===== src/tpe_pkg.sv =====
// ----------------------------------------------------------------------------
// tpe_pkg
// Types, codes and Kleene logic functions of the postfix logic evaluator.
// ----------------------------------------------------------------------------
`default_nettype none

package tpe_pkg;

    localparam int OP_W       = 3;
    localparam int PID_W      = 6;
    localparam int PVAL_W     = 2;
    localparam int PCNT_W     = 7;
    localparam int IN_DATA_W  = 8;
    localparam int OUT_DATA_W = 8;
    localparam int STATUS_W   = 2;

    typedef enum logic [1:0] {
        V_ZERO = 2'd0,
        V_ONE  = 2'd1,
        V_UNK  = 2'd2
    } t_val;

    typedef enum logic [OP_W-1:0] {
        OP_PORT   = 3'd0,
        OP_CONST0 = 3'd1,
        OP_CONST1 = 3'd2,
        OP_NOT    = 3'd3,
        OP_AND    = 3'd4,
        OP_OR     = 3'd5,
        OP_XOR    = 3'd6,
        OP_WRITE  = 3'd7
    } t_opcode;

    typedef enum logic [STATUS_W-1:0] {
        ST_OK       = 2'd0,
        ST_DEPTH    = 2'd1,
        ST_UNKNOWN  = 2'd2,
        ST_OVERFLOW = 2'd3
    } t_status;

    // Registered port table read, aligned with the item in the input register
    typedef struct packed {
        logic hit;
        t_val value;
    } t_port_rd;

    // Item handed to the stack unit in the cycle it executes
    typedef struct packed {
        logic    fire;
        t_opcode opcode;
        logic    last;
        t_val    port_val;
    } t_exec_cmd;

    typedef struct packed {
        logic    valid;
        logic    value;
        t_status status;
    } t_result;

    // Unsigned port value code: 0 and 1 map through, anything else is unknown
    function automatic t_val decode_pval(logic [PVAL_W-1:0] pv);
        t_val v;
        unique case (pv)
            2'b00:   v = V_ZERO;
            2'b01:   v = V_ONE;
            default: v = V_UNK;
        endcase
        return v;
    endfunction

    function automatic t_val k_not(t_val a);
        t_val v;
        unique case (a)
            V_ZERO:  v = V_ONE;
            V_ONE:   v = V_ZERO;
            default: v = V_UNK;
        endcase
        return v;
    endfunction

    function automatic t_val k_and(t_val a, t_val b);
        t_val v;
        if (a == V_ZERO || b == V_ZERO) begin
            v = V_ZERO;
        end else if (a == V_ONE && b == V_ONE) begin
            v = V_ONE;
        end else begin
            v = V_UNK;
        end
        return v;
    endfunction

    function automatic t_val k_or(t_val a, t_val b);
        t_val v;
        if (a == V_ONE || b == V_ONE) begin
            v = V_ONE;
        end else if (a == V_ZERO && b == V_ZERO) begin
            v = V_ZERO;
        end else begin
            v = V_UNK;
        end
        return v;
    endfunction

    function automatic t_val k_xor(t_val a, t_val b);
        t_val v;
        if ((a != V_ZERO && a != V_ONE) || (b != V_ZERO && b != V_ONE)) begin
            v = V_UNK;
        end else if (a == b) begin
            v = V_ZERO;
        end else begin
            v = V_ONE;
        end
        return v;
    endfunction

endpackage

`default_nettype wire


===== src/ternary_postfix_logic_evaluator.sv =====
// ----------------------------------------------------------------------------
// ternary_postfix_logic_evaluator
// Three-valued postfix logic evaluator: at most one stack operation per word, one
// result word per expression.
//
//  channel | direction | tdata / data        | tuser     | tlast
//  --------+-----------+---------------------+-----------+------------------
//  s       | in        | port_id, port_value | opcode    | last of expression
//  m       | out       | result_value        | status    | -
//  cfg     | in        | port_count          | -         | -
//
// One word per cycle sustained unless a last word waits on a stalled output; a
// word is registered in the input register at its handshake and executes there,
// and a last word's result is then registered in the output register.
// The port table is written and read at the input handshake; its read data is
// registered alongside the word. Reset is synchronous and clears the stack,
// the port table valid bits and the output. A stalled output holds only a word
// marked last; other words keep flowing under it.
// ----------------------------------------------------------------------------
`default_nettype none

module ternary_postfix_logic_evaluator #(
    parameter int STACK_DEPTH = 16,
    parameter int MAX_PORTS   = 64
) (
    input  wire logic                           i_clk,
    input  wire logic                           i_rst_n,
    // slave stream
    input  wire logic                           i_s_tvalid,
    output logic                                o_s_tready,
    input  wire logic [tpe_pkg::IN_DATA_W-1:0]  i_s_tdata,   // [5:0] port_id, [7:6] port_value
    input  wire logic [tpe_pkg::OP_W-1:0]       i_s_tuser,   // [2:0] opcode
    input  wire logic                           i_s_tlast,
    // master stream
    output logic                                o_m_tvalid,
    input  wire logic                           i_m_tready,
    output logic [tpe_pkg::OUT_DATA_W-1:0]      o_m_tdata,   // [0] result_value, rest zero
    output logic [tpe_pkg::STATUS_W-1:0]        o_m_tuser,   // [1:0] status
    // configuration
    input  wire logic                           i_cfg_valid,
    output logic                                o_cfg_ready,
    input  wire logic [tpe_pkg::PCNT_W-1:0]     i_cfg_data
);

    logic                        accept;
    logic                        fire;
    logic                        out_free;
    logic                        r_in_valid;
    tpe_pkg::t_opcode            r_in_op;
    logic [tpe_pkg::PID_W-1:0]   r_in_pid;
    logic                        r_in_last;
    logic [tpe_pkg::PCNT_W-1:0]  r_port_count;
    logic                        r_out_valid;
    logic                        r_out_value;
    tpe_pkg::t_status            r_out_status;
    tpe_pkg::t_opcode            in_op;
    tpe_pkg::t_port_rd           port_rd;
    tpe_pkg::t_exec_cmd          cmd;
    tpe_pkg::t_result            res;

    assign in_op      = tpe_pkg::t_opcode'(i_s_tuser);
    assign out_free   = !r_out_valid || i_m_tready;
    // Only a last word needs room in the output register
    assign fire       = r_in_valid && (!r_in_last || out_free);
    assign o_s_tready = !r_in_valid || fire;
    assign accept     = i_s_tvalid && o_s_tready;

    assign o_cfg_ready = 1'b1;

    always_ff @(posedge i_clk) begin
        if (!i_rst_n) begin
            r_port_count <= '0;
        end else if (i_cfg_valid) begin
            r_port_count <= i_cfg_data;
        end
    end

    always_ff @(posedge i_clk) begin
        if (!i_rst_n) begin
            r_in_valid <= 1'b0;
        end else if (o_s_tready) begin
            r_in_valid <= i_s_tvalid;
        end
    end

    always_ff @(posedge i_clk) begin
        if (accept) begin
            r_in_op   <= in_op;
            r_in_pid  <= i_s_tdata[tpe_pkg::PID_W-1:0];
            r_in_last <= i_s_tlast;
        end
    end

    tpe_port_table #(
        .MAX_PORTS (MAX_PORTS)
    ) u_port_table (
        .i_clk     (i_clk),
        .i_rst_n   (i_rst_n),
        .i_rd_en   (accept),
        .i_wr_en   (accept && (in_op == tpe_pkg::OP_WRITE)),
        .i_port_id (i_s_tdata[tpe_pkg::PID_W-1:0]),
        .i_wr_val  (tpe_pkg::decode_pval(
                        i_s_tdata[tpe_pkg::PID_W +: tpe_pkg::PVAL_W])),
        .o_rd      (port_rd)
    );

    always_comb begin
        cmd          = '0;
        cmd.fire     = fire;
        cmd.opcode   = r_in_op;
        cmd.last     = r_in_last;
        cmd.port_val = tpe_pkg::V_UNK;
        if (port_rd.hit && ({1'b0, r_in_pid} < r_port_count)) begin
            cmd.port_val = port_rd.value;
        end
    end

    tpe_stack_exec #(
        .STACK_DEPTH (STACK_DEPTH)
    ) u_stack_exec (
        .i_clk   (i_clk),
        .i_rst_n (i_rst_n),
        .i_cmd   (cmd),
        .o_res   (res)
    );

    always_ff @(posedge i_clk) begin
        if (!i_rst_n) begin
            r_out_valid <= 1'b0;
        end else if (res.valid) begin
            r_out_valid <= 1'b1;
        end else if (i_m_tready) begin
            r_out_valid <= 1'b0;
        end
    end

    always_ff @(posedge i_clk) begin
        if (res.valid) begin
            r_out_value  <= res.value;
            r_out_status <= res.status;
        end
    end

    assign o_m_tvalid = r_out_valid;
    assign o_m_tdata  = {{(tpe_pkg::OUT_DATA_W-1){1'b0}}, r_out_value};
    assign o_m_tuser  = r_out_status;

endmodule

`default_nettype wire


===== src/tpe_port_table.sv =====
// ----------------------------------------------------------------------------
// tpe_port_table
// Port value memory with per-entry valid bits and a registered read port.
// ----------------------------------------------------------------------------
`default_nettype none

module tpe_port_table #(
    parameter int MAX_PORTS = 64
) (
    input  wire logic                      i_clk,
    input  wire logic                      i_rst_n,
    input  wire logic                      i_rd_en,
    input  wire logic                      i_wr_en,
    input  wire logic [tpe_pkg::PID_W-1:0] i_port_id,
    input  wire tpe_pkg::t_val             i_wr_val,
    output tpe_pkg::t_port_rd              o_rd
);

    localparam int PT_DEPTH = (MAX_PORTS < (1 << tpe_pkg::PID_W)) ?
                              MAX_PORTS : (1 << tpe_pkg::PID_W);
    localparam int AW       = (PT_DEPTH > 1) ? $clog2(PT_DEPTH) : 1;
    localparam int NE       = 1 << AW;

    tpe_pkg::t_val r_mem [NE];
    logic [NE-1:0] r_vld;
    logic [NE-1:0] n_vld;
    tpe_pkg::t_val r_rd_value;
    logic          r_rd_hit;
    logic [AW-1:0] addr;
    logic          in_range;

    assign addr     = i_port_id[AW-1:0];
    assign in_range = (32'(i_port_id) < 32'(PT_DEPTH));

    always_comb begin
        n_vld = r_vld;
        if (i_wr_en && in_range) begin
            n_vld[addr] = 1'b1;
        end
    end

    // Entries never written read as unknown through their clear valid bit
    always_ff @(posedge i_clk) begin
        if (!i_rst_n) begin
            r_vld <= '0;
        end else begin
            r_vld <= n_vld;
        end
    end

    always_ff @(posedge i_clk) begin
        if (i_wr_en && in_range) begin
            r_mem[addr] <= i_wr_val;
        end
    end

    always_ff @(posedge i_clk) begin
        if (i_rd_en) begin
            r_rd_value <= r_mem[addr];
            r_rd_hit   <= in_range && r_vld[addr];
        end
    end

    assign o_rd.hit   = r_rd_hit;
    assign o_rd.value = r_rd_value;

endmodule

`default_nettype wire


===== src/tpe_stack_exec.sv =====
// ----------------------------------------------------------------------------
// tpe_stack_exec
// Value stack held as a shift register, top at entry 0, plus the Kleene
// operator and the end-of-expression status.
// ----------------------------------------------------------------------------
`default_nettype none

module tpe_stack_exec #(
    parameter int STACK_DEPTH = 16
) (
    input  wire logic               i_clk,
    input  wire logic               i_rst_n,
    input  wire tpe_pkg::t_exec_cmd i_cmd,
    output tpe_pkg::t_result        o_res
);

    localparam int CW = $clog2(STACK_DEPTH + 1);

    tpe_pkg::t_val r_stk [STACK_DEPTH];
    tpe_pkg::t_val n_stk [STACK_DEPTH];
    logic [CW-1:0] r_cnt;
    logic [CW-1:0] n_cnt;
    logic          r_ovf;
    logic          n_ovf;
    tpe_pkg::t_val top_v;
    tpe_pkg::t_val sec_v;
    tpe_pkg::t_val push_v;
    tpe_pkg::t_val bin_v;
    logic          do_push;
    logic          do_bin;

    // Empty slots pop as unknown
    assign top_v = (r_cnt != '0) ? r_stk[0] : tpe_pkg::V_UNK;
    assign sec_v = (r_cnt > CW'(1)) ? r_stk[1] : tpe_pkg::V_UNK;

    always_comb begin
        n_stk   = r_stk;
        n_cnt   = r_cnt;
        n_ovf   = r_ovf;
        do_push = 1'b0;
        do_bin  = 1'b0;
        push_v  = tpe_pkg::V_UNK;
        bin_v   = tpe_pkg::V_UNK;
        o_res   = '0;

        unique case (i_cmd.opcode)
            tpe_pkg::OP_PORT: begin
                do_push = 1'b1;
                push_v  = i_cmd.port_val;
            end
            tpe_pkg::OP_CONST0: begin
                do_push = 1'b1;
                push_v  = tpe_pkg::V_ZERO;
            end
            tpe_pkg::OP_CONST1: begin
                do_push = 1'b1;
                push_v  = tpe_pkg::V_ONE;
            end
            tpe_pkg::OP_NOT: begin
                n_stk[0] = tpe_pkg::k_not(top_v);
                if (r_cnt == '0) begin
                    n_cnt = CW'(1);
                end
            end
            tpe_pkg::OP_AND: begin
                do_bin = 1'b1;
                bin_v  = tpe_pkg::k_and(sec_v, top_v);
            end
            tpe_pkg::OP_OR: begin
                do_bin = 1'b1;
                bin_v  = tpe_pkg::k_or(sec_v, top_v);
            end
            tpe_pkg::OP_XOR: begin
                do_bin = 1'b1;
                bin_v  = tpe_pkg::k_xor(sec_v, top_v);
            end
            tpe_pkg::OP_WRITE: begin
            end
            default: begin
            end
        endcase

        // Pop two, push one: shift the rest up by one
        if (do_bin) begin
            n_stk[0] = bin_v;
            for (int i = 1; i < STACK_DEPTH - 1; i++) begin
                n_stk[i] = r_stk[i+1];
            end
            n_cnt = (r_cnt > CW'(1)) ? r_cnt - CW'(1) : CW'(1);
        end

        // Drop the push on a full stack and flag it
        if (do_push) begin
            if (r_cnt == CW'(STACK_DEPTH)) begin
                n_ovf = 1'b1;
            end else begin
                n_stk[0] = push_v;
                for (int i = 1; i < STACK_DEPTH; i++) begin
                    n_stk[i] = r_stk[i-1];
                end
                n_cnt = r_cnt + CW'(1);
            end
        end

        if (i_cmd.last) begin
            o_res.valid = i_cmd.fire;
            priority if (n_ovf) begin
                o_res.status = tpe_pkg::ST_OVERFLOW;
            end else if (n_cnt != CW'(1)) begin
                o_res.status = tpe_pkg::ST_DEPTH;
            end else if (n_stk[0] != tpe_pkg::V_ZERO && n_stk[0] != tpe_pkg::V_ONE) begin
                o_res.status = tpe_pkg::ST_UNKNOWN;
            end else begin
                o_res.status = tpe_pkg::ST_OK;
                o_res.value  = (n_stk[0] == tpe_pkg::V_ONE);
            end
            n_cnt = '0;
            n_ovf = 1'b0;
        end
    end

    always_ff @(posedge i_clk) begin
        if (!i_rst_n) begin
            r_cnt <= '0;
            r_ovf <= 1'b0;
        end else if (i_cmd.fire) begin
            r_cnt <= n_cnt;
            r_ovf <= n_ovf;
        end
    end

    always_ff @(posedge i_clk) begin
        if (i_cmd.fire) begin
            r_stk <= n_stk;
        end
    end

endmodule

`default_nettype wire


===== config.mk =====
export PLATFORM = sky130hd
export DESIGN_NAME = ternary_postfix_logic_evaluator
export DESIGN_NICKNAME = d
export VERILOG_FILES = /design/src/tpe_pkg.sv /design/src/ternary_postfix_logic_evaluator.sv /design/src/tpe_port_table.sv /design/src/tpe_stack_exec.sv
export SDC_FILE = /design/constraint.sdc
export NUM_CORES = 1
export LEC_CHECK = 0
export BUFFER_PORTS_ARGS = -buffer_cell sky130_fd_sc_hd__clkbuf_2
export CAP_MARGIN = 20
export CORE_ASPECT_RATIO = 0.5
export CORE_UTILIZATION = 40
export CTS_BUF_LIST = sky130_fd_sc_hd__clkbuf_8
export DETAILED_ROUTE_END_ITERATION = 6
export GPL_TIMING_DRIVEN = 1
export REMOVE_ABC_BUFFERS = 1
export SLEW_MARGIN = 20
export SYNTH_ARGS = -nofsm -noshare
export SYNTH_HDL_FRONTEND = slang
export SYNTH_SLANG_ARGS = --single-unit

===== constraint.sdc =====
create_clock -name i_clk -period 2.4 [get_ports i_clk]
set_input_delay 0.36 -clock i_clk [delete_from_list [all_inputs] [get_ports i_clk]]
set_output_delay 0.36 -clock i_clk [all_outputs]
set_load 0.005 [all_outputs]

Yosys cells after proc, flatten, opt, wreduce, memory -nomap -nowiden
Memories as Yosys holds them, arrays and structs flattened. A register that Yosys moved wholly into a read port is not among the register bits. Cells that the tools add are included.

Latch bits: 0. ROM bits: 0. Memories kept: 1. Output and inout port bits: 13. Word-level logic and storage cells: 132. Bits in writable memories: 128. Input bits: 24. Bits in registers: 125.

Memory list: u_port_table.r_mem (depth 64, bits a word 2, read ports 1, clocked after memory_dff 1, write ports 1, RTL line tpe_port_table.sv:24) `tpe_pkg::t_val r_mem [NE];`.

Mux-type cells: 44. Reduce and logical (&&, ||, !) cells: 33. Bitwise logic cells: 3. Magnitude comparators: 4. Div/mod/pow operators: 0. Shift operators: 0. Equal/unequal tests: 17. Multiply operators: 0. $add $sub $neg: 2.

Operators with widths (count): $mux 32 (2); $or 64x64->64 (1); $mux 5 (7); $mux 30 (1); $mux 2 (12); $mux 1 (15); $eq 3x3->1 const B (4); $pmux 2 s3 (2); $logic_and 1x1->1 (10); $eq 2x1->1 const B (4); $pmux 2 s2 (2); $reduce_bool 2->1 (4); $lt 6x7->1 (1); $lt 6x7->1 const B (1); $bmux 1 s6 (1); $demux 1 s6 (1); $eq 3x2->1 const B (2); $ge 6x1->1 const B (1); $logic_not 2->1 (3); $logic_or 1x1->1 (6); $ne 2x1->1 const B (3); $reduce_or 3->1 (2); $add 5x1->5 const B (1); $eq 5x5->1 const B (1); other kinds (13) (16).

Logic depth before layout (Yosys ltp)
Depth in word-level cells: 17. Depth in mapped cells: 10. Mapped depth without buffers: 8.

Cells and area by module
A second synthesis with hierarchy kept.

Cell total of the unflattened synthesis: 881. Area, all modules: 11259.5 um^2.

Modules (own cells, without submodules): tpe_port_table (times used 1, area each 7726.2 um^2, cells each 534, seq. area each 5215.0 um^2); tpe_stack_exec (times used 1, area each 2517.4 um^2, cells each 266, seq. area each 1081.0 um^2); ternary_postfix_logic_evaluator (times used 1, area each 1016.0 um^2, cells each 81, seq. area each 570.5 um^2).

Worst setup path before layout
No wires, ideal clock.

Kind: in2reg. From: input i_s_tdata[7] (netlist name). To: memory u_port_table.r_mem[0][0] (netlist name) (data pin). Cell stages on the path: 1. Data required time: 1881 ps. Setup slack: -85 ps. Arrival time: 1966 ps. Library setup time: 519 ps. Buffers on the path: 0. Cell sequence: nor2b_1.

Longest elaborated chain between the ends: 2.

Ends and longest elaborated chain: from (decl) (RTL line ternary_postfix_logic_evaluator.sv:31) `input wire logic [tpe_pkg::IN_DATA_W-1:0] i_s_tdata,`; $eq 2x1->1 / $logic_not 2->1 (equally long branches) (RTL line tpe_pkg.sv:64) `unique case (pv)`; $pmux 2 s2 * (RTL line tpe_pkg.sv:64); to (decl) (RTL line tpe_port_table.sv:24).

Every way passes the cells marked *; elsewhere a longest branch is shown, timed or not.

Worst setup path after layout
From: register u_stack_exec.r_cnt[1]. To: register r_out_status[1] (netlist: o_m_tuser[1]) (data pin).

Longest elaborated chain between the ends: 15.

Ends and longest elaborated chain: from (decl) (RTL line tpe_stack_exec.sv:21) `logic [CW-1:0] r_cnt;`; from (signal assigned) (RTL line tpe_stack_exec.sv:127) `r_cnt <= n_cnt;`; $gt 5x1->1 / $reduce_bool 5->1 (equally long branches) (RTL line tpe_stack_exec.sv:34, tpe_stack_exec.sv:89, tpe_stack_exec.sv:33); $mux 2 (on tied branches) (RTL line tpe_stack_exec.sv:34, tpe_stack_exec.sv:33); $eq 2x1->1, or another cell as far along (RTL line tpe_pkg.sv:86, tpe_pkg.sv:96); $logic_and 1x1->1 (on tied branches) (RTL line tpe_pkg.sv:86, tpe_pkg.sv:108, tpe_pkg.sv:98); $mux 2, or another cell as far along (RTL line tpe_pkg.sv:86) `end else if (a == V_ONE && b == V_ONE) begin`; $mux 2 (on tied branches) (RTL line tpe_pkg.sv:84, tpe_pkg.sv:108, tpe_pkg.sv:96); $pmux 2 s3 (RTL line tpe_stack_exec.sv:46) `unique case (i_cmd.opcode)`; $mux 30 (RTL line tpe_stack_exec.sv:84) `if (do_bin) begin`; $mux 32 (RTL line tpe_stack_exec.sv:94) `if (r_cnt == CW'(STACK_DEPTH)) begin`; $mux 32 (RTL line tpe_stack_exec.sv:93) `if (do_push) begin`; $ne 2x1->1 / $reduce_bool 2->1 (equally long branches) (RTL line tpe_stack_exec.sv:111) `end else if (n_stk[0] != tpe_pkg::V_ZERO && n_stk[0] != tpe_pkg::V_ONE) begin`; $logic_and 1x1->1 (RTL line tpe_stack_exec.sv:111); $mux 2 (RTL line tpe_stack_exec.sv:111); $mux 2 (RTL line tpe_stack_exec.sv:109) `end else if (n_cnt != CW'(1)) begin`; $mux 2 * (RTL line tpe_stack_exec.sv:107) `priority if (n_ovf) begin`; to (signal assigned) (RTL line ternary_postfix_logic_evaluator.sv:140) `r_out_status <= res.status;`; to (decl) (RTL line ternary_postfix_logic_evaluator.sv:55) `tpe_pkg::t_status r_out_status;`.

Marks and branches as above. A chain may end at the register's enable or synchronous reset.

==> metrics.cfg <==
[status]
status=completed

[power]
p_leak_nw=4.460
power_switching_mw=2.199
power_mw=9.065
ir_drop_v=0.0003133
clockPowerShare=0.390
switching_share=0.2426
seqPwrFrac=0.533
internal-power_mw=6.866
p_comb_frac=0.077
power.density_nw_per_um2=716.5

[floorplan]
die_w_um=236.2
initial_utilization=0.4110
die_area_um2=28140
coreArea_um2=26700
die_y_um=119.1
ios=37
std_cell_rows=42

[timing]
slew_headroom=0.4151
max_freq_mhz=446.3
rsz0062_at_grt=no
period_share=0.9336
tightest_slew_ns=0.8773
setup_violations=0
slew_violations=0
min_period_ns=2.241
hold_violations=0
fin_skew_ns=0.02472
fin_tns_setup_ns=0

[worst_setup_path]
crit_type=reg -> reg
worstPathArrival_ns=2.53
end_kind=flop
worst_r2r_path_depth=9
cp_max_fo=6
crit_chain=inv_1 > ha_1 > buf_4 > nand4bb_4 > a32o_1 > a22o_1 > and3b_1 > and3_1 > a31o_1
cp_slowest_cell=dfxtp_1
startpoint_type=flop
r2r-start=u_stack_exec.r_cnt[1]
reg2reg_slack_ns=0.16
cpPeakStageDelay_ns=0.31
cp.required_ns=2.69
r2r_end=o_m_tuser[1]

[synth]
synth_edf_count=176
async_flop_share=0
synth_area_leaders=edfxtp_1 (48%), dfxtp_1 (14%), a22oi_1 (4.4%), o21a_1 (4.4%), nand2_1 (3.1%)
seq_area_frac_synth=0.6258
synth_cells=907
synth_top_area_frac=0.4816
yosysMostFrequentCell=edfxtp_1
synth_area_um2=10970
ys_ff_latch=255
synth_ff_type=edfxtp_1
yosysWarnings=0
synth_area_per_cell_um2=12.10
synth_common_cells=edfxtp_1 (176), nand2_1 (91), nor2_1 (87), dfxtp_1 (79)
synth_top_area_cell=edfxtp_1
synth_cell_types=76

[clock_tree]
htree_levels=2
ctsLongestPathBuffers=3
root_buffer=clkbuf_8
tritoncts=built
clkLatencyLatePin_ns=0.56
numCtsBuffers=38
clock_sinks=255
clk_pin_slew_ns=0.06
post_cts_buffers=0

[global_routing]
grt.total_usage=0.2095
antenna_found_initial=1
grt_overflow=0
grt_pass1_vias=7786
grt_max_degree=65
grt_pass1_wl_um=45150

[detailed_routing]
drtIter0Drc=814
vias=7781
ant_nets=0
routedWlPerCell_um=21.35
first_pass_iters=6
viasPerCell=5.696
routed_wl_um=29160
drc_errors=0

[cells_and_area]
ff_latch_area_um2=6868
drive_gt1_frac=0.1737
nets=1016
nFillCells=2395
multi_input_area_um2=3774
fin_area_um2=12650
instances_no_fill=1366
syn2layout_area_growth_pct=15.30

[hold_path]
holdPathEnd=r_port_count[2]
min_path_cells=3
min-delay-path-class=in -> reg
min-delay-start=i_cfg_data[2]

[place]
routabilityCongestion=0.8936
numPortBuffers=28
place_area_um2=11830
hpwlAfterDp_um=19310
dp.cells=1291

[run]
maxCapViolCount=0

## area by class of cell
class | instances | area share
sequential | 255 | 0.5428
multi-input combinational | 575 | 0.2983
timing repair buffer | 96 | 0.05914
clock buffer | 45 | 0.04895
tap | 352 | 0.03481
clock inverter | 25 | 0.01078
inverter | 17 | 0.005044
antenna | 1 | 0.0001978
## layer usage
layer,track usage,wire length (µm),vias to the layer above
met5,0,0,-
met4,0.07630,794,0
met3,0.05285,2293,65
met1,0.2802,12890,3826
met2,0.3298,13190,306
li1,-,-,3584
## registers in the layout, indices dropped and copies added (netlist names)
register	count
u_port_table.r_mem	128
u_port_table.r_vld	64
u_stack_exec.r_stk	32
r_port_count	7
r_in_pid	6
u_stack_exec.r_cnt	5
r_in_op	3
o_m_tuser	2
u_port_table.r_rd_value	2
o_m_tvalid	1
r_in_last	1
r_in_valid	1
r_out_value	1
u_port_table.r_rd_hit	1
u_stack_exec.r_ovf	1
## worst max-delay path by stage
stage,slack [ns],depth (start not counted),from,to
2_1_floorplan,-1.25,7,u_stack_exec.r_cnt[0],u_stack_exec.r_stk[10]
3_3_place_gp,-0.008,7,i_s_tdata[2],u_port_table.r_rd_value[1]
3_5_place_dp,-0.08,7,i_s_tdata[2],u_port_table.r_rd_value[1]
4_1_cts,0.05,10,u_stack_exec.r_cnt[0],r_out_value
5_1_grt,0.04,9,u_stack_exec.r_cnt[1],o_m_tuser[1]
6_report,0.16,9,u_stack_exec.r_cnt[1],o_m_tuser[1]
## repair_timing
| item | 4_1_cts | 5_1_grt |
|---|---|---|
| setup endpoints to repair | 0 | 2 |
| hold buffers | 4 | 0 |
| endpoints found under the hold margin | 4 | 0 |
| resized for setup | 0 | 5 |
## stage by stage
step / setup WS (ns) / hold slack [ns] / util
2_1_floorplan: -1.255 / 0.4327 / -
3_3_place_gp: -0.007887 / 0.4478 / 0.4431
3_5_place_dp: -0.07754 / 0.4550 / 0.4431
4_1_cts: 0.04998 / 0.05039 / 0.4730
5_1_grt: 0.03976 / 0.04245 / 0.4738
6_report: 0.1593 / 0.08504 / 0.4739
## logic make-up after synthesis
| logic type | after synthesis | synth area share |
|---|---|---|
| AND/OR/NAND/NOR | 276 | 0.1262 |
| other | 2 | 0.0006844 |
| buffers and inverters | 83 | 0.03592 |
| adder cells (fa/ha/maj) | 9 | 0.01026 |
| multiplexers | 25 | 0.02383 |
| AO/OA/AOI/OAI | 257 | 0.1773 |
| flip-flops | 255 | 0.6258 |
## worst max-delay path: cells and delay by family, from the launching register on
family	cells	cell delay [ns]
AO/OA/AOI/OAI	3	0.68
AND/OR/NAND/NOR	3	0.52
flip-flops	1	0.31
buffers and inverters	2	0.28
adder cells (fa/ha/maj)	1	0.20
## cell usage in the layout (no fill, tap or decap), types with 3 or more instances in the layout
cell / instances
a21oi_1: 25
a221oi_1: 18
a22o_1: 17
a22oi_1: 65
a31oi_1: 8
and2_1: 8
and3_1: 4
and3b_1: 4
buf_12: 7
buf_4: 57
clkbuf_2: 28
clkbuf_8: 45
clkinv_2: 3
conb_1: 8
dfxtp_1: 78
dlygate4sd3_1: 4
edfxtp_1: 176
ha_1: 9
inv_1: 33
mux2_1: 5
mux2_2: 4
mux2i_1: 16
nand2_1: 91
nand2b_1: 4
nand3_1: 19
nand4_1: 13
nor2_1: 87
nor2b_1: 13
nor3_1: 4
nor3b_2: 3
o2111ai_1: 3
o211ai_1: 6
o21a_1: 65
o21ai_0: 16
o22ai_1: 3
## power by group through the flow
stage	sequential, mW	clock (mW)	combinational, mW
floorplan	4.91	0	0.350
global placement	4.92	0	0.671
detailed placement	4.92	0	0.683
CTS	4.83	3.62	0.692
global route	4.83	3.84	0.759
finish	4.83	3.54	0.699
No activity file was read; power rests on OpenSTA's default activity.
